`src/rgbfe_pkg.sv`:
```
package rgbfe_pkg;

	// fixed field widths
	localparam int IDX_W = 6;
	localparam int LVL_W = 8;
	localparam int CNT_W = 7;

	localparam int DEF_MAX_FIXTURES = 64;
	localparam logic [CNT_W-1:0] ACTIVE_RST = 7'd64;

	// command codes
	localparam logic CMD_WRITE = 1'b0;
	localparam logic CMD_TICK  = 1'b1;

	// input word
	typedef struct packed {
		logic             cmd;
		logic [IDX_W-1:0] fixture_index;
		logic [LVL_W-1:0] red_target;
		logic [LVL_W-1:0] green_target;
		logic [LVL_W-1:0] blue_target;
		logic [LVL_W-1:0] fade_rate;
	} in_word_t;

	// result word
	typedef struct packed {
		logic [IDX_W-1:0] out_index;
		logic [LVL_W-1:0] out_red;
		logic [LVL_W-1:0] out_green;
		logic [LVL_W-1:0] out_blue;
		logic             last;
	} out_word_t;

	// state of one fixture, held in one cell of the ring
	typedef struct packed {
		logic [LVL_W-1:0] cur_r;
		logic [LVL_W-1:0] cur_g;
		logic [LVL_W-1:0] cur_b;
		logic [LVL_W-1:0] tgt_r;
		logic [LVL_W-1:0] tgt_g;
		logic [LVL_W-1:0] tgt_b;
		logic [LVL_W-1:0] rate;
	} fixture_t;

endpackage

```
`src/rgbfe_cell.sv`:
```
module rgbfe_cell #(
	parameter int CELL_IDX = 0
) (
	input  logic                          clk,
	input  logic                          arst_n,
	input  logic                          shift_en,
	input  rgbfe_pkg::fixture_t           shift_in,
	input  logic                          wr_en,
	input  logic [rgbfe_pkg::IDX_W-1:0]   wr_index,
	input  logic [rgbfe_pkg::LVL_W-1:0]   wr_red,
	input  logic [rgbfe_pkg::LVL_W-1:0]   wr_green,
	input  logic [rgbfe_pkg::LVL_W-1:0]   wr_blue,
	input  logic [rgbfe_pkg::LVL_W-1:0]   wr_rate,
	output rgbfe_pkg::fixture_t           state
);

	rgbfe_pkg::fixture_t fix_q;
	logic                hit;

	assign hit   = wr_en && (wr_index == rgbfe_pkg::IDX_W'(CELL_IDX));
	assign state = fix_q;

	// shift along the ring during a tick, load targets on a write
	always_ff @(posedge clk or negedge arst_n) begin
		if (!arst_n) begin
			fix_q <= '0;
		end else if (shift_en) begin
			fix_q <= shift_in;
		end else if (hit) begin
			fix_q.tgt_r <= wr_red;
			fix_q.tgt_g <= wr_green;
			fix_q.tgt_b <= wr_blue;
			fix_q.rate  <= wr_rate;
		end
	end

endmodule
```
`config.mk`:
```
export PLATFORM = sky130hd
export DESIGN_NAME = rgbfe_cell
export DESIGN_NICKNAME = d
export VERILOG_FILES = /design/src/rgbfe_pkg.sv /design/src/rgbfe_cell.sv
export SDC_FILE = /design/constraint.sdc
export NUM_CORES = 1
export LEC_CHECK = 0
export CAP_MARGIN = 20
export CORE_MARGIN = 3
export CORE_UTILIZATION = 45
export DETAILED_ROUTE_END_ITERATION = 7
export DONT_BUFFER_PORTS = 1
export SETUP_SLACK_MARGIN = 0.3
export SKIP_LAST_GASP = 1
export SLEW_MARGIN = 5
export SYNTH_ARGS = -nofsm -noshare
export SYNTH_HDL_FRONTEND = slang
export SYNTH_SLANG_ARGS = --single-unit
```
`constraint.sdc`:
```
create_clock -name clk -period 1.1 [get_ports clk]
set_input_delay 0.055 -clock clk [delete_from_list [all_inputs] [get_ports clk]]
set_output_delay 0.055 -clock clk [all_outputs]
set_load 0.01 [all_outputs]
```
======== Yosys cells after proc, flatten, opt, wreduce, memory -nomap -nowiden ========
Index checks and enable logic that the tools add are counted.
operators by class
  muxes and demuxes ....................... 2
  reductions and logical operators ........ 3
operators by type and width
  kind               number
  $mux 32            2
  $logic_not 6->1    1
  $reduce_bool 2->1  1
  $logic_and 1x1->1  1
word-level totals
  register bits after elaboration ......... 56
  input bits .............................. 98
  output and inout bits ................... 56
  logic and storage cells ................. 12

======== Longest topological paths before layout ========
Gate-level depths: netlist of run 1.
  depth after elaboration ................. 4
  mapped depth ............................ 4
  depth with buffers taken out ............ 3

======== Least setup slack after synthesis of run 1 ========
OpenSTA, ideal clock, no wires.
  kind .................................... input -> register
  start ................................... in wr_index[2] (netlist name)
  end ..................................... reg fix_q, in the netlist state[13]
  library setup time ...................... 0.141 ns
  arrival time ............................ 0.968 ns
  required time ........................... 0.959 ns
  slack ................................... -0.009 ns
  stages .................................. 4
  path buffers ............................ 1
  cells stage by stage .................... or4b_4 buf_6 o21ai_1 a31oi_1
on the way
  word-level cells in the longest chain between the ends .. 3
RTL lines
  element                      line              RTL
  from (decl)                  rgbfe_cell.sv:9   input logic [rgbfe_pkg::IDX_W-1:0] wr_index,
  $logic_not 6->1              rgbfe_cell.sv:20  assign hit = wr_en && (wr_index == rgbfe_pkg::IDX_W'(CELL_IDX));
  $logic_and 1x1->1            rgbfe_cell.sv:20
  $reduce_bool 2->1 (no line)  -
  to (signal assigned)         rgbfe_cell.sv:28  fix_q <= shift_in;
  to (decl)                    rgbfe_cell.sv:17  rgbfe_pkg::fixture_t fix_q;
No other way between the ends.
A chain may end at the register's enable or synchronous reset.

======== Worst setup path after layout of run 1 ========
  start ................................... in wr_index[4] (netlist name)
  end ..................................... reg fix_q, in the netlist state[28]
Same word-level chain as after synthesis.

==> results by group, run 1 <==
Clock tree
  – Max Buffers Root-to-Sink: 2
  – Clock root buffer: clkbuf_8
  – CTS buffer count: 5
  – CTS tree: built
  – Clk_lat worst skew: 0.30 ns
  – H-tree depth: 2
  – Clk sinks: 56
  – Clk slew on worst S/H paths: 0.09 ns

Route
  – Vias: 2,157
  – Drt pass-1 iters: 5
  – Drt initial violations: 107
  – WL final: 8.18 mm
  – Antenna viol nets, final: 0
  – Number of remaining DRC errors: 0
  – Vias per cell: 6.13
  – WL/cell: 23.2 µm

STA
  – RSZ-0062 raised after global routing: true
  – PnR worst setup slack: 0.204 ns
  – Final Cycle Share: 0.814
  – Slew Limit Fails: 0
  – Worst Max-Slew Pin Slew: 0.300 ns
  – Relative slew slack: 0.799
  – Hold Slack: -0.567 ns
  – Peak Freq: 1120 MHz
  – Setup Viol. Count Final: 0
  – Skew final: 0 ns
  – Min cycle time layout: 0.896 ns
  – Final Hold Vio Count: 99

Finish
  – Fraction of layout cells with a size suffix above 1: 0.291
  – Commonest cells after routing, fill and taps aside: 68 x dlygate4sd3_1, 51 x dfrtp_1, 32 x a31oi_1
  – Area growth syn-to-layout: 45.2%
  – Commonest non-fill, non-tap cell in the layout: dlygate4sd3_1
  – N_diodes: 0
  – Net count, final: 379
  – Fin area: 0.00360 mm²
  – Largest register FFs: 56
  – Fin cells: 352
  – Filler Cell Count: 345

Setup path
  – Worst path arrival time: 1.09 ns
  – Worst Path Max Fanout: 5
  – Reg2Reg Setup Slack: 0.26 ns
  – Data required, critical path: 1.29 ns
  – Max stage delay on crit path: 0.62 ns
  – Slowest-stage cell, CP: or4b_4
  – Critical path class: in -> reg
  – CP endpoint kind: flip-flop
  – Family with the most delay on the worst path: simple AND/OR/NAND/NOR gates
  – Worst reg2reg path startpoint: state[50]$_DFFE_PN0P_
  – R2R Path End: state[50]$_DFFE_PN0P_
  – Crit start category: input pin
  – Reg2reg path depth: 1
  – Worst path bufs/invs: 1
  – Crit-path cells: or4b_4, clkbuf_16, o21ai_2, a2bb2oi_1

Logic synthesis
  – Synthesis Warnings: 0
  – Synth unique cells: 16
  – Ranking of synthesized cells by area: dfrtp_1 57%, mux2_2 11%, a31oi_1 8.1%, a2bb2oi_1 7.8%, o21ai_1 6.1%
  – Post-Syn Area: 0.00248 mm²
  – Syn_area_per_cell: 11.7 µm²
  – Synthesis-stage register bit count: 56
  – Syn Inst Count: 212
  – Syn nets: 310
  – Sequential share of the synthesized area: 0.566
  – Yosys top cell area share: 0.566
  – Cell taking the most area after synthesis: dfrtp_1

Placed design
  – DP Area: 0.00257 mm²
  – Hpwl dp: 4.87 mm
  – PortBufs: 0
  – GP Congestion: 0.760
  – Setup WS pre-CTS: -0.152 ns
  – Placed Cells: 271

Run status
  – Failing checks: hold timing
  – Status: finished, violations left

Global route
  – First-pass GRT wire length: 11.5 mm
  – Largest net degree at the start of global routing: 57
  – GR Overflow Total: 0
  – Vias in the first global route: 2,280
  – Antenna violations before repair: 0
  – Total track usage: 0.238

Power and ir drop
  – Internal power: 3.20 mW
  – Seq pwr share: 0.576
  – LEAKAGE: 1.39 nW
  – Psw: 1.18 mW
  – Cell Pwr Density: 1220 mW/mm²
  – Clock share of power: 0.266
  – Tot Pwr: 4.38 mW
  – Peak supply drop: 744 µV
  – Switching Share: 0.269
  – Logic gate share of total power: 0.158

Floorplan
  – Initial core utilization: 0.476
  – Core Area: 0.00520 mm²
  – # IOs: 154
  – Die H: 80.2 µm
  – Die X: 80.2 µm
  – Std cell rows: 26
  – Die area: 0.00643 mm²

Worst hold path
  – Hold Crit Class: in -> async

Run
  – # Max-Cap Violations: 0
-- power groups by stage --
| stage | combinational [mW] | sequential, mW | clock, mW |
|---|---|---|---|
| after global routing | 0.743 | 2.54 | 1.30 |
| after CTS | 0.596 | 2.50 | 1.20 |
| after global placement | 0.374 | 2.53 | 0 |
| after detailed placement | 0.402 | 2.54 | 0 |
| after floorplan | 0.359 | 2.48 | 0 |
| final | 0.692 | 2.53 | 1.17 |
-- metrics by stage --
step	setup TNS, ns	utilization
finish	0	0.691
global route	0	0.691
CTS	0	0.645
detailed placement	-2.86	0.494
global placement	-2.17	0.494
floorplan	0	-
-- cells in the mapped netlist --
| cell type | number |
|---|---|
| a2bb2oi_1 | 22 |
| a31oi_1 | 32 |
| buf_2 | 9 |
| buf_6 | 3 |
| clkbuf_1 | 9 |
| clkinv_1 | 1 |
| dfrtp_1 | 56 |
| mux2_2 | 24 |
| nand3_1 | 10 |
| nor2_1 | 10 |
| nor3_1 | 1 |
| nor4b_4 | 1 |
| o21ai_0 | 2 |
| o21ai_1 | 30 |
| or3_1 | 1 |
| or4b_4 | 1 |
-- worst max path at each step --
stage                       endpoint         from  cells past startpoint  slack, ns
4_1_cts        state[31]$_DFFE_PN0P_  wr_index[2]                      4       0.24
2_1_floorplan  state[13]$_DFFE_PN0P_  wr_index[4]                      4      0.004
6_report       state[28]$_DFFE_PN0P_  wr_index[4]                      4       0.20
5_1_grt        state[28]$_DFFE_PN0P_  wr_index[4]                      4       0.19
3_3_place_gp   state[17]$_DFFE_PN0P_  wr_index[4]                      4      -0.11
3_5_place_dp   state[31]$_DFFE_PN0P_  wr_index[4]                      4      -0.15
-- final cells by class --
class	count	area, µm²	area share
Multi-Input combinational cell	136	1150	0.319
Timing Repair Buffer	81	855	0.238
Clock inverter	2	15.0	0.00417
Clock buffer	6	82.6	0.0230
Tap cell	70	87.6	0.0243
Sequential cell	56	1410	0.391
Inverter	1	3.75	0.00104
-- per-layer routing --
layer  vias up  part of all wire  track usage
li1        953                 -            -
met1      1051              0.36        0.262
met2       133              0.55        0.432
met3        20             0.077       0.0717
met4         0             0.018       0.0794
met5         -                 0            0
-- what timing repair did --
item                                    CTS  global route
pin swaps                                 1             6
endpoints found under the setup margin   89           110
hold buffers                             67             1
setup buffers                             1             0
endpoints found under the hold margin   112           102
cloned                                    1             3
resized for setup                         1            42
-- logic make-up (layout without fill, tap and decap cells) --
kind of cell,after synthesis,in the layout,synth area share
AOI/OAI and AO/OA,86,86,0.223
and+or+nand+nor,24,26,0.0551
muxes,24,24,0.109
buffers and inverters,22,90,0.0470
DFF,56,56,0.566
Note: power is estimated with default switching activity, not from simulation.
==> inputs of run 2 (changes only) <==
Clock period 1.1 ns to 0.91 ns, I/O delays scaled along.
==> results by group, run 2 (synthesis results as in run 1) <==
Run status
  – Status: finished, violations left
  – Failing checks: hold timing

Power and ir drop
  – Seq pwr share: 0.548 (-0.028)
  – Clock share of power: 0.306 (+0.040)
  – Peak supply drop: 813 µV (+9.4%)
  – Internal power: 4.12 mW (+29%)
  – Switching Share: 0.251 (-0.0185)
  – Psw: 1.38 mW (+17%)
  – Logic gate share of total power: 0.146 (-0.012)
  – Cell Pwr Density: 1640 mW/mm² (+35%)
  – LEAKAGE: 1.29 nW (-7.4%)

Global route
  – Vias in the first global route: 2,188 (-4.0%)
  – Total track usage: 0.223 (-0.0150)
  – First-pass GRT wire length: 11.0 mm (-4.7%)
  – Largest net degree at the start of global routing: 57 (unchanged)
  – Antenna violations before repair: 0 (unchanged)
  – GR Overflow Total: 0 (unchanged)

Placed design
  – Placed Cells: 272 (+0.37%)
  – Setup WS pre-CTS: -0.369 ns (-0.217 ns)
  – Hpwl dp: 4.42 mm (-9.2%)
  – PortBufs: 0 (unchanged)
  – GP Congestion: 0.744 (-2.1%)

Clock tree
  – Clk_lat worst skew: 0.29 ns (about the same)
  – Clk slew on worst S/H paths: 0.10 ns (about the same)
  – Clk sinks: 56 (unchanged)
  – Clock root buffer: clkbuf_8
  – H-tree depth: 2 (unchanged)
  – CTS tree: built
  – CTS buffer count: 5 (unchanged)
  – Max Buffers Root-to-Sink: 2 (unchanged)

STA
  – Hold Slack: -0.576 ns (-0.00929 ns)
  – Final Cycle Share: 0.982
  – Total negative slack: 0 ns (unchanged)
  – Skew final: 0 ns (unchanged)
  – Worst Max-Slew Pin Slew: 0.344 ns (+0.0443 ns)
  – Setup Viol. Count Final: 0 (unchanged)
  – Peak Freq: 1120 MHz
  – PnR worst setup slack: 0.0159 ns (-0.188 ns)
  – Min cycle time layout: 0.894 ns
  – Relative slew slack: 0.770 (-0.0287)
  – Slew Limit Fails: 0 (unchanged)
  – Final Hold Vio Count: 100 (+1.0%)
  – RSZ-0062 raised after global routing: true

Route
  – Antenna viol nets, final: 0 (unchanged)
  – Vias per cell: 6.24 (+1.8%)
  – WL final: 7.52 mm (-8.1%)
  – Drt pass-1 iters: 4 (-1)
  – Drt initial violations: 115 (+7.5%)
  – Number of remaining DRC errors: 0 (unchanged)
  – WL/cell: 22.7 µm (-2.2%)
  – Vias: 2,064 (-4.3%)

Setup path
  – Data required, critical path: 0.86 ns (-0.43 ns)
  – CP endpoint kind: output port
  – Family with the most delay on the worst path: flip-flops
  – Crit-path cells: buf_6
  – Worst Path Max Fanout: 2 (-3)
  – Slowest-stage cell, CP: dfrtp_1
  – Crit start category: flip-flop
  – Max stage delay on crit path: 0.41 ns (-0.21 ns)
  – Worst path arrival time: 0.85 ns (-0.24 ns)
  – Critical path class: reg -> out
  – Worst path bufs/invs: 1 (unchanged)

Finish
  – Largest register FFs: 56 (unchanged)
  – Net count, final: 358 (-5.5%)
  – Fin cells: 331 (-6.0%)
  – Fraction of layout cells with a size suffix above 1: 0.276 (-0.0149)
  – Filler Cell Count: 395 (+14%)
  – Area growth syn-to-layout: 34.9%
  – N_diodes: 0 (unchanged)
  – Final core utilization: 0.642 (-0.0488)
  – Commonest cells after routing, fill and taps aside: 56 x dfrtp_1, 46 x dlygate4sd3_1, 32 x a31oi_1
  – Commonest non-fill, non-tap cell in the layout: dfrtp_1

Floorplan
  – Die H: 80.2 µm (unchanged)
  – Initial core utilization: 0.476 (unchanged)
  – Die area: 0.00643 mm² (unchanged)
  – Die X: 80.2 µm (unchanged)
  – Std cell rows: 26 (unchanged)
  – # IOs: 154 (unchanged)
  – Core Area: 0.00520 mm² (unchanged)

Run
  – # Max-Cap Violations: 0 (unchanged)

Worst hold path
  – Hold Crit Class: in -> async
[run 2: cell types whose count changed in the layout (fill, tap and decap cells not counted), sizes merged]
cell | previous run | this run
buf | 11 | 13
clkinv | 1 | 2
bufinv | 0 | 1
or4b | 3 | 4
clkinvlp | 2 | 0
dlygate4sd3 | 68 | 46
clkbuf | 8 | 6
[run 2: final cells by class]
| cell class | instances | area [µm²] | share of cell area |
|---|---|---|---|
| Sequential cell | 56 | 1400 | 0.419 |
| Multi-Input combinational cell | 137 | 1110 | 0.331 |
| Timing Repair Buffer | 59 | 622 | 0.186 |
| Tap cell | 70 | 87.6 | 0.0262 |
| Clock buffer | 6 | 82.6 | 0.0247 |
| Clock inverter | 2 | 38.8 | 0.0116 |
| Inverter | 1 | 3.75 | 0.00112 |
[run 2: metal layers]
layer	global-route usage	routed length [µm]	vias up
met3	0.0695	654	2
met5	0	0	-
met1	0.267	2850	1031
met2	0.393	3990	121
met4	0.0456	27	0
li1	-	-	910
[run 2: power groups by stage]
stage	Combinational, mW	Clock, mW	Sequential (mW)
global placement	0.504	0	3.04
CTS	0.728	1.74	3.00
finish	0.803	1.68	3.01
floorplan	0.433	0	3.00
detailed placement	0.535	0	3.05
global route	0.864	1.85	3.03
[run 2: repair_timing]
| item | 4_1_cts | 5_1_grt |
|---|---|---|
| gates cloned | 3 | 0 |
| gates resized for setup | 12 | 21 |
| buffers inserted | 1 | 1 |
| pin swaps | 5 | 8 |
| endpoints found under the setup margin | 112 | 112 |
| hold endpoints to repair | 112 | 102 |
| hold buffers | 45 | 1 |
[run 2: worst paths after layout]
path,startpoint,endpoint,slack (ns),cells after the start
max,state[13]$_DFFE_PN0P_,state[13],0.02,1
min,arst_n,state[46]$_DFFE_PN0P_,-0.58,0
max reg2reg,state[35]$_DFFE_PN0P_,state[35]$_DFFE_PN0P_,0.08,1
min reg2reg,state[20]$_DFFE_PN0P_,state[20]$_DFFE_PN0P_,0.58,2
max in group asynchronous,arst_n,state[31]$_DFFE_PN0P_,1.38,0
min in group clk,shift_in[43],state[43]$_DFFE_PN0P_,-0.11,1
[run 2: through the flow]
stage / area [µm²] / power (mW) / hold slack [ns]
global placement: 2580 / 3.54 / -0.249
finish: 3340 / 5.49 / -0.576
CTS: 3230 / 5.47 / -0.589
global route: 3340 / 5.74 / -0.607
detailed placement: 2580 / 3.58 / -0.249
floorplan: 2490 / 3.44 / -0.250
