**src/rgbfe_pkg.sv**
```systemverilog
package rgbfe_pkg;

	// fixed field widths
	localparam int IDX_W = 6;
	localparam int LVL_W = 8;
	localparam int CNT_W = 7;

	localparam int DEF_MAX_FIXTURES = 64;
	localparam logic [CNT_W-1:0] ACTIVE_RST = 7'd64;

	// command codes
	localparam logic CMD_WRITE = 1'b0;
	localparam logic CMD_TICK  = 1'b1;

	// input word
	typedef struct packed {
		logic             cmd;
		logic [IDX_W-1:0] fixture_index;
		logic [LVL_W-1:0] red_target;
		logic [LVL_W-1:0] green_target;
		logic [LVL_W-1:0] blue_target;
		logic [LVL_W-1:0] fade_rate;
	} in_word_t;

	// result word
	typedef struct packed {
		logic [IDX_W-1:0] out_index;
		logic [LVL_W-1:0] out_red;
		logic [LVL_W-1:0] out_green;
		logic [LVL_W-1:0] out_blue;
		logic             last;
	} out_word_t;

	// state of one fixture, held in one cell of the ring
	typedef struct packed {
		logic [LVL_W-1:0] cur_r;
		logic [LVL_W-1:0] cur_g;
		logic [LVL_W-1:0] cur_b;
		logic [LVL_W-1:0] tgt_r;
		logic [LVL_W-1:0] tgt_g;
		logic [LVL_W-1:0] tgt_b;
		logic [LVL_W-1:0] rate;
	} fixture_t;

endpackage

```
**src/rgbfe_slew.sv**
```systemverilog
module rgbfe_slew (
	input  logic [rgbfe_pkg::LVL_W-1:0] level,
	input  logic [rgbfe_pkg::LVL_W-1:0] goal,
	input  logic [rgbfe_pkg::LVL_W-1:0] step,
	output logic [rgbfe_pkg::LVL_W-1:0] result
);

	logic [rgbfe_pkg::LVL_W-1:0] up_dist;
	logic [rgbfe_pkg::LVL_W-1:0] dn_dist;

	assign up_dist = goal - level;
	assign dn_dist = level - goal;

	// move toward goal by at most step, land on goal when close enough
	always_comb begin
		if (goal > level) begin
			result = (up_dist > step) ? level + step : goal;
		end else begin
			result = (dn_dist > step) ? level - step : goal;
		end
	end

endmodule

```
**config.mk**
```make
export PLATFORM = sky130hd
export DESIGN_NAME = rgbfe_slew
export DESIGN_NICKNAME = d
export VERILOG_FILES = /design/src/rgbfe_pkg.sv /design/src/rgbfe_slew.sv
export SDC_FILE = /design/constraint.sdc
export NUM_CORES = 1
export LEC_CHECK = 0
export BUFFER_PORTS_ARGS = -buffer_cell sky130_fd_sc_hd__buf_2
export CAP_MARGIN = 20
export CORE_MARGIN = 5
export CORE_UTILIZATION = 55
export DETAILED_ROUTE_END_ITERATION = 10
export GPL_ROUTABILITY_DRIVEN = 0
export PLACE_DENSITY_LB_ADDON = 0.15
export SLEW_MARGIN = 25
export SYNTH_ARGS = -nofsm -noshare
export SYNTH_HDL_FRONTEND = slang
export SYNTH_SLANG_ARGS = --single-unit
```
**constraint.sdc**
```tcl
create_clock -name vclk -period 4.9
set_clock_uncertainty 0.2 [all_clocks]
set_input_delay 0.98 -clock vclk [all_inputs]
set_output_delay 0.98 -clock vclk [all_outputs]
set_load 0.005 [all_outputs]
```
; After elaboration in Yosys (flattened, before gate mapping)
; Cells that the tools add are included.
[totals]
out_inout_bits = 8
input_bits = 24
regBits = 0
[classes]
n_addsub = 4
muxes = 3
n_lt_le_gt_ge = 3
[ops]
columns = operator, count
row1 = 8-bit greater-than comparator, 3
row2 = 8-bit two-way mux, 3
row3 = 8-bit subtractor, 3
row4 = 8-bit adder, 1

; Depth between registers and ports, before layout
; Gate-level depths: netlist of the first run.
[depth]
word_depth = 4
ltp_mapped = 16

; Least setup slack after synthesis of the first run
; No wires, ideal clock.
[synth_timing]
path_type = in2out
start = in level[0] in the netlist's numbering
end = out result[2] in the netlist's numbering
cell_stages = 16
t_arrival_ns = 3.535
setup_slack_ns = 0.185
path_buffers = 0
cell_sequence = inv_1 -> ha_1 -> inv_1 -> fa_1 -> a21oi_1 -> nor2_1 -> nor2_1 -> o21bai_1 -> a21oi_1 -> xnor2_1 -> ha_1 -> o21ai_0 -> nor2_1 -> o311ai_4 -> nand2b_4 -> o221a_1
[synth_between]
elab_chain_cells = 4
[synth_lines]
columns = element, line
row1 = start: declaration, rgbfe_slew.sv:2  ; input logic [rgbfe_pkg::LVL_W-1:0] level,
row2 = 8-bit subtractor (on tied branches), "rgbfe_slew.sv:12, rgbfe_slew.sv:11"
row3 = 8-bit greater-than comparator (on tied branches), "rgbfe_slew.sv:19, rgbfe_slew.sv:17"
row4 = 8-bit two-way mux (on tied branches), "rgbfe_slew.sv:19, rgbfe_slew.sv:17"
row5 = 8-bit two-way mux (*), rgbfe_slew.sv:16  ; if (goal > level) begin
row6 = end: declaration, rgbfe_slew.sv:5  ; output logic [rgbfe_pkg::LVL_W-1:0] result
; Mark *: on every way between the ends. The rest lies on a longest branch, timed or not.

; Worst setup path in the final report of the first run
[layout_timing]
start = in level[0] in the netlist's numbering
end = out result[3] in the netlist's numbering
; Same word-level chain as after synthesis.

==> impl_metrics.tcl, run 1 <==
set metrics [dict create \
    vias_per_cell 5.53 \
    vias 1820 \
    drt-wirelength-per-cell_microns 14.6 \
    fillers 239 \
    p_leak_uw 0.00112 \
    antenna_found_initial 0 \
    grt_pass1_wl_microns 7920 \
    synthesis.nets 299 \
    grt_max_degree 9 \
    relSlewSlack_pct 64.1 \
    finalMaxSlewViolations 0 \
    diodes 0 \
    dpl.hpwl_microns 3930 \
    min_period_ns 4.93 \
    ant_nets 0 \
    final_common_cell "ha_1" \
    run_status "finished, violations left" \
    setup_violations 4 \
    die_y_microns 66.3 \
    final_nets 359 \
    power_density_mw_per_mm2 168 \
    grt_overflow 0 \
    die_x_microns 66.3 \
    timing.final.ws_setup_ns -0.0311 \
    ir_worst_vdd_v 0.000115 \
    final_cell_area_sq_mm 0.00232 \
    yosysUniqueCellTypes 43 \
    wirelength_microns 4800 \
    dpl_worst_slack_ns -0.195 \
    route.detailed.drc 0 \
    fin_crit_sh_pct 101 \
    stdcell_count 329 \
    core_area_sq_mm 0.00305 \
    clock_buffers 0 \
    place_area_sq_mm 0.00212 \
    end_kind "output port" \
    synth_area_leaders "ha_1 (32%), xnor2_1 (11%), a21oi_1 (6.9%), inv_1 (6.5%), fa_1 (4.6%)" \
    hold_class "in2out" \
    drt_pass1_iterations 4 \
    cts_hold_buf 0 \
    area_delta_synth_final_pct 33.3 \
    syn_area_sq_mm 0.00174 \
    final_cell_mix "ha_1 (41), buf_2 (30), buf_4 (30)" \
    seq_area_sq_um 0 \
    finalPower_uw 391 \
    startpoint_type "input port" \
    dieArea_sq_mm 0.00440 \
    dp.cells 321 \
    ys_seq_area_share_pct 0 \
    syn_avg_cell_area_sq_um 7.68 \
    portBuffers 32 \
    rows 20 \
    io_pins 32 \
    synth_top_area_share_pct 31.6 \
    violations "setup timing" \
    synth_cells 227 \
    synth_top_area_cell "ha_1" \
    drtIter0Drc 80 \
    required_ns 3.72 \
    rsz0062_at_grt "true" \
    gr-usage-all-layers_pct 22.6 \
    initial_core_util_pct 57.1 \
    worstPathMaxFanout 6 \
    grt_pass1_vias 1826 \
    drive_gt1_share_pct 33.7 \
    path_class "in2out" \
    tightest_slew_ns 0.534 \
    ys_warn_count 0 \
    seq_cells 0 \
    timing.fmax_ghz 0.203 \
    drv_cap 0 \
    worstPathArrival_ns 3.75 \
    hold_viol_final 0 \
]
final cells by class:
type / count / area, sq um / share of cell area [%]
inverters: 30 / 123 / 5.27
multi-input cells: 187 / 1670 / 71.6
repair buffers: 68 / 482 / 20.7
well taps: 44 / 55.1 / 2.37
metal layers:
metal  routed length (microns)  track usage [%]  part of all wire (%)
met1                      1990             26.7                    41
met2                      2470             42.8                    51
met3                       285             1.87                   5.9
met4                        52             5.84                   1.1
met5                         0                0                     0
power breakdown:
part | internal, uW | switching, uW
logic | 198 | 193
clock network | 0 | 0
registers | 0 | 0
total | 198 | 193
final timing paths:
path | slack [ns] | cells past startpoint | endpoint | start
max | -0.03 | 19 | result[3] | level[0]
min | 2.14 | 3 | result[4] | goal[4]
synthesized netlist by cell type (3+ instances only):
cell and count:
o221a_1 3, nand2_1 9, inv_1 30, nand4_1 6, nor3_1 4, o21ai_0 12
a21oi_1 24, xor2_1 3, nor3b_1 3, nor2_1 11, a21o_1 4, fa_1 4
o21bai_1 8, xnor2_1 21, nor2b_1 7, buf_2 4, ha_1 44
per-stage QoR:
step / setup TNS [ns] / util (%) / hold slack, ns
after floorplan: 0 / - / 1.88
after global placement: -0.704 / 69.5 / 2.14
after detailed placement: -1.30 / 69.5 / 2.14
after CTS: -0.0248 / 74.7 / 2.14
after global routing: -1.35 / 76.1 / 2.16
final: -0.0768 / 76.1 / 2.14
worst max-delay path, cell delays in order:
cell and delay [ns]:
buf_8 0.10, inv_4 0.06, ha_4 0.12, inv_2 0.04, fa_2 0.35, a21oi_2 0.14, nor2_1 0.05, nor2_1 0.12
o21bai_1 0.08, a21oi_1 0.16, xnor2_1 0.14, ha_1 0.27, o21ai_2 0.14, nor2_2 0.06, o311ai_4 0.31, buf_6 0.16
nand2b_4 0.08, o221a_1 0.26, buf_2 0.12
cell families (layout without fill, tap and decap cells):
logic type,Yosys count,after routing,synth area share (%)
xor+xnor,24,24,12.1
simple gates,47,47,14.6
buf+inv,40,98,9.83
compound gates,67,67,26.8
fa+ha+maj,48,48,36.2
mux,1,1,0.574
repair_timing:
| action | CTS | global route |
|---|---|---|
| gates resized for setup | 33 | 7 |
| endpoints found under the setup margin | 8 | 8 |
| setup buffers | 6 | 2 |
| pin swaps | 21 | 12 |
Note: power is estimated with default switching activity, not from simulation.
==> run 2: changes to the inputs <==
- ABC_AREA: default -> 1
==> run 2 against run 1 <==
Effect of this change: the run now ends clean; sequential cell count unchanged; power increased by 1.4%; worst setup slack improved by 0.14 ns; critical path type unchanged.
==> impl_metrics.tcl, run 2 <==
set metrics [dict create \
    run_status "finished clean" \
    ys_seq_area_share_pct 0 \
    area_delta_synth_final_pct 15.0 \
    drt-wirelength-per-cell_microns 11.7 \
    hold_viol_final 0 \
    yosysMostFrequentCell "nand2_1" \
    setup_tns_ns 0 \
    relSlewSlack_pct 78.2 \
    power_density_mw_per_mm2 168 \
    final_common_cell "nand2_1" \
    yosysUniqueCellTypes 30 \
    fin_crit_sh_pct 97.9 \
    wirelength_microns 5070 \
    synth_top_area_share_pct 26.9 \
    cp_top_family "simple AND/OR/NAND/NOR gates" \
    core_area_sq_mm 0.00363 \
    required_ns 3.72 \
    dieArea_sq_mm 0.00505 \
    crit_path_cell_trace "buf_2 -> inv_1 -> ha_4 -> buf_4 -> nand2_1 -> o211ai_1 -> buf_4 -> nand3_1 -> nand2_1 -> xor2_1 -> ha_1 -> nand2_1 -> nor2_2 -> nand4_1 -> buf_4 -> nand3_1 -> nand3_1 -> nand2_1 -> buf_2" \
    ant_nets 0 \
    drtIter0Drc 76 \
    critPathSlowestCell "ha_1" \
    critPathMaxStageDelay_ns 0.30 \
    antenna_found_initial 0 \
    worstPathArrival_ns 3.62 \
    grt_max_degree 10 \
    finalPower_uw 396 \
    vias_per_cell 5.12 \
    tightest_slew_ns 0.326 \
    final_nets 458 \
    synthTopCellsByCount "nand2_1 (113), inv_1 (59), ha_1 (44)" \
    io_pins 32 \
    end_kind "output port" \
    crit_top_cell "nand2_1" \
    startpoint_type "input port" \
    cp_num_buf_inv 6 \
    fillers 410 \
    clock_buffers 0 \
    hp-start "goal[7]" \
    ys_warn_count 0 \
    timing.final.ws_setup_ns 0.105 \
    drv_cap 0 \
    synth_area_leaders "ha_1 (27%), nand2_1 (21%), inv_1 (11%), nand3_1 (10%), xor2_1 (5.1%)" \
    timing.fmax_ghz 0.209 \
    synthesis.nets 418 \
    syn_area_sq_mm 0.00205 \
    finalMaxSlewViolations 0 \
    gr-usage-all-layers_pct 20.2 \
    dpl_worst_slack_ns 0.0814 \
    grt_overflow 0 \
    rows 22 \
    seq_area_sq_um 0 \
    initial_core_util_pct 56.4 \
    vias 2211 \
    ir_worst_vdd_v 0.0000792 \
    drt_pass1_iterations 4 \
    grt_pass1_vias 2005 \
    dpl.hpwl_microns 4440 \
    finish.utilization_pct 64.9 \
    p_leak_uw 0.00147 \
    drive_gt1_share_pct 19.0 \
    whs_path_depth 6 \
    setup_violations 0 \
    grt_pass1_wl_microns 8540 \
    worstHoldEndpoint "result[7]" \
    seq_cells 0 \
    min_period_ns 4.80 \
    route.detailed.drc 0 \
    die_x_microns 71.0 \
    hold_class "in2out" \
    synth_top_area_cell "ha_1" \
    final_cell_mix "nand2_1 (111), inv_1 (57), nand3_1 (41), ha_1 (41), buf_2 (32)" \
    portBuffers 32 \
    synth_cells 346 \
    die_y_microns 71.0 \
    diodes 0 \
    worstPathMaxFanout 4 \
    syn_avg_cell_area_sq_um 5.92 \
    path_class "in2out" \
    cts_hold_buf 0 \
]
[run 2: layout make-up]
cell class                      count  area, sq um  area share [%]
Tap cell                           48         60.1            2.55
Timing Repair Buffer               45          258            10.9
Inverter                           61          236            10.0
Multi-Input combinational cell    278         1800            76.5
[run 2: worst max-delay path by stage]
stage                     depth (start not counted)  startpoint  slack (ns)        end
after CTS                                        18    level[2]        0.08  result[4]
after global routing                             18    level[1]       -0.05  result[2]
after global placement                           18    level[2]        0.08  result[4]
after detailed placement                         18    level[1]        0.08  result[4]
after floorplan                                  19    level[0]        0.59  result[5]
final                                            19    level[2]        0.10  result[3]
[run 2: report_power, final]
group	leakage (uW)	internal (uW)	total (uW)	switching, uW
registers	0	0	0	0
clock network	0	0	0	0
logic	0.00147	164	396	232
total	0.00147	164	396	232
[run 2: logic make-up after synthesis]
group	count (synthesis)	share of synthesized area (%)
AOI/OAI and AO/OA	30	8.91
xor gates and xnor gates	15	6.41
buffers and inverters	68	14.4
adders and majority gates	48	30.8
and+or+nand+nor	185	39.5
[run 2: worst min-delay path, cell delays in order]
cell	delay (ns)
buf_2	0.09
inv_1	0.05
nand2_1	0.06
nand3_1	0.07
nand2_1	0.05
buf_2	0.10
[run 2: what timing repair did]
| item | 4_1_cts | 5_1_grt |
|---|---|---|
| hold endpoints to repair | 0 | 0 |
| setup buffers | 0 | 5 |
| gates resized for setup | 0 | 15 |
| endpoints found under the setup margin | 0 | 8 |
[run 2: layer usage]
metal  global-route usage, %  vias to the layer above  wire length [microns]  part of all wire, %
met4                    2.09                        0                     36                 0.71
met2                    37.1                       48                   2500                   49
li1                        -                     1170                      -                    -
met1                    27.2                      991                   2200                   43
met3                   0.426                        2                    334                  6.6
met5                       0                        -                      0                    0
[run 2: through the flow]
step	instances	cell area (sq um)	hold WS, ns
after floorplan	346	2050	1.97
after global placement	427	2270	2.17
after detailed placement	427	2270	2.18
after CTS	427	2270	2.18
after global routing	432	2360	2.24
final	432	2360	2.17
==> run 3: changes to the inputs <==
- clock period: 4.9 -> 4.35 ns (I/O delays scaled with it)
==> run 3 against run 2 <==
Effect of this change: the flow now finishes with violations (setup timing); sequential share of layout area stayed put; power up 41%; count of clock-buffer cells in the layout is the same; first-iteration DRC count is 47% higher; critical path depth fell by 2; largest cell class unchanged; largest power group unchanged.
==> impl_metrics.tcl, run 3 (synthesis results as in run 2) <==
set metrics [dict create \
    run_status "finished, violations left" \
    violations "setup timing" \
    portBuffers 32 \
    grt_pass1_wl_microns 9340 \
    dpl_worst_slack_ns -0.230 \
    crit_top_cell "nand2_2" \
    timing.fmax_ghz 0.230 \
    finish.utilization_pct 76.9 \
    final_nets 487 \
    grt_pass1_vias 2286 \
    die_y_microns 71.0 \
    hold_viol_final 0 \
    drtIter0Drc 112 \
    worstPathMaxFanout 5 \
    finalMaxSlewViolations 0 \
    crit_path_end "result[2]" \
    p_leak_uw 0.00164 \
    grt_overflow 0 \
    path_class "in2out" \
    tightest_slew_ns 0.330 \
    vias_per_cell 5.29 \
    setup_tns_ns -0.00133 \
    worstPathArrival_ns 3.28 \
    startpoint_type "input port" \
    ir_worst_vdd_v 0.0000973 \
    diodes 0 \
    critPathSlowestCell "ha_1" \
    die_x_microns 71.0 \
    initial_core_util_pct 56.4 \
    relSlewSlack_pct 77.9 \
    fillers 282 \
    seq_cells 0 \
    rsz0062_at_grt "true" \
    final_common_cell "nand2_1" \
    area_delta_synth_final_pct 36.3 \
    power_density_mw_per_mm2 200 \
    setup_violations 2 \
    clock_buffers 0 \
    io_pins 32 \
    crit_path_cell_trace "buf_2 -> buf_4 -> ha_1 -> a21o_2 -> o21ai_1 -> nand3_1 -> xor2_1 -> ha_1 -> nand2_2 -> nor2_4 -> nand2_2 -> nand2_2 -> buf_6 -> nand3_2 -> nand3_1 -> nand2_1 -> buf_2" \
    gr-usage-all-layers_pct 21.9 \
    grt_max_degree 10 \
    rows 22 \
    min_period_ns 4.35 \
    final_cell_mix "nand2_1 (102), inv_1 (52), ha_1 (38)" \
    fin_crit_sh_pct 100 \
    seq_area_sq_um 0 \
    core_area_sq_mm 0.00363 \
    drt-wirelength-per-cell_microns 13.5 \
    dieArea_sq_mm 0.00505 \
    drv_cap 0 \
    required_ns 3.28 \
    route.detailed.drc 0 \
    cts_hold_buf 0 \
    multi_input_area_sq_mm 0.00196 \
    antenna_found_initial 0 \
    drive_gt1_share_pct 33.2 \
    finalPower_uw 558 \
    end_kind "output port" \
    hold_ws_ns 1.95 \
    critPathMaxStageDelay_ns 0.33 \
    hold_class "in2out" \
    dpl.hpwl_microns 4620 \
    startpoint "level[1]" \
    drt_pass1_iterations 4 \
    vias 2440 \
    wirelength_microns 6250 \
    timing.final.ws_setup_ns -0.000675 \
    ant_nets 0 \
]
## run 3: changes by cell type in the layout (fill, tap and decap cells not counted), moves of 3 or more
cell     before  now
buf_4        13   37
nand2_1     111  102
nand2_2       5   13
nand3_1      41   33
nand3_2       0    8
a21oi_1      18   13
buf_6         0    5
inv_1        57   52
a21oi_2       2    6
nor2_1       14   10
ha_1         41   38
ha_4          1    4
nor2_2        3    6
## run 3: area by class of cell
type,count,area share (%)
multi-input cells,278,70.2
inverters,61,9.09
well taps,48,2.15
repair buffers,74,18.6
## run 3: critical path, delay by kind of cell
family / cells / cell delay, ns
AND/OR/NAND/NOR: 8 / 0.79
buffers and inverters: 4 / 0.55
AO/OA/AOI/OAI: 2 / 0.39
adder cells (fa/ha/maj): 2 / 0.53
XOR/XNOR: 1 / 0.16
## run 3: worst min-delay path by stage
stage	to	cells after the start	start
after floorplan	result[7]	4	goal[7]
after global placement	result[7]	6	goal[7]
after detailed placement	result[7]	6	goal[7]
after CTS	result[7]	6	goal[7]
after global routing	result[7]	6	goal[7]
final	result[7]	6	goal[7]
## run 3: stage by stage
stage / instances / cell area [sq um]
after floorplan: 346 / 2050
after global placement: 452 / 2460
after detailed placement: 452 / 2460
after CTS: 455 / 2590
after global routing: 461 / 2790
final: 461 / 2790
## run 3: power breakdown
group / internal [uW] / switching, uW / total, uW
Sequential: 0 / 0 / 0
Clock: 0 / 0 / 0
Combinational: 241 / 317 / 558
## run 3: repair_timing
item	4_1_cts	5_1_grt
endpoints found under the setup margin	8	8
gates resized for setup	30	43
setup buffers	3	7
pin swaps	22	35
hold endpoints to repair	0	0
## run 3: per-layer routing
layer  global-route usage, %  wire length [microns]  share of wire [%]
met4                    5.43                    193                3.1
met5                       0                      0                  0
met3                   0.284                    243                3.9
met2                    41.8                   3130                 50
met1                    27.0                   2680                 43
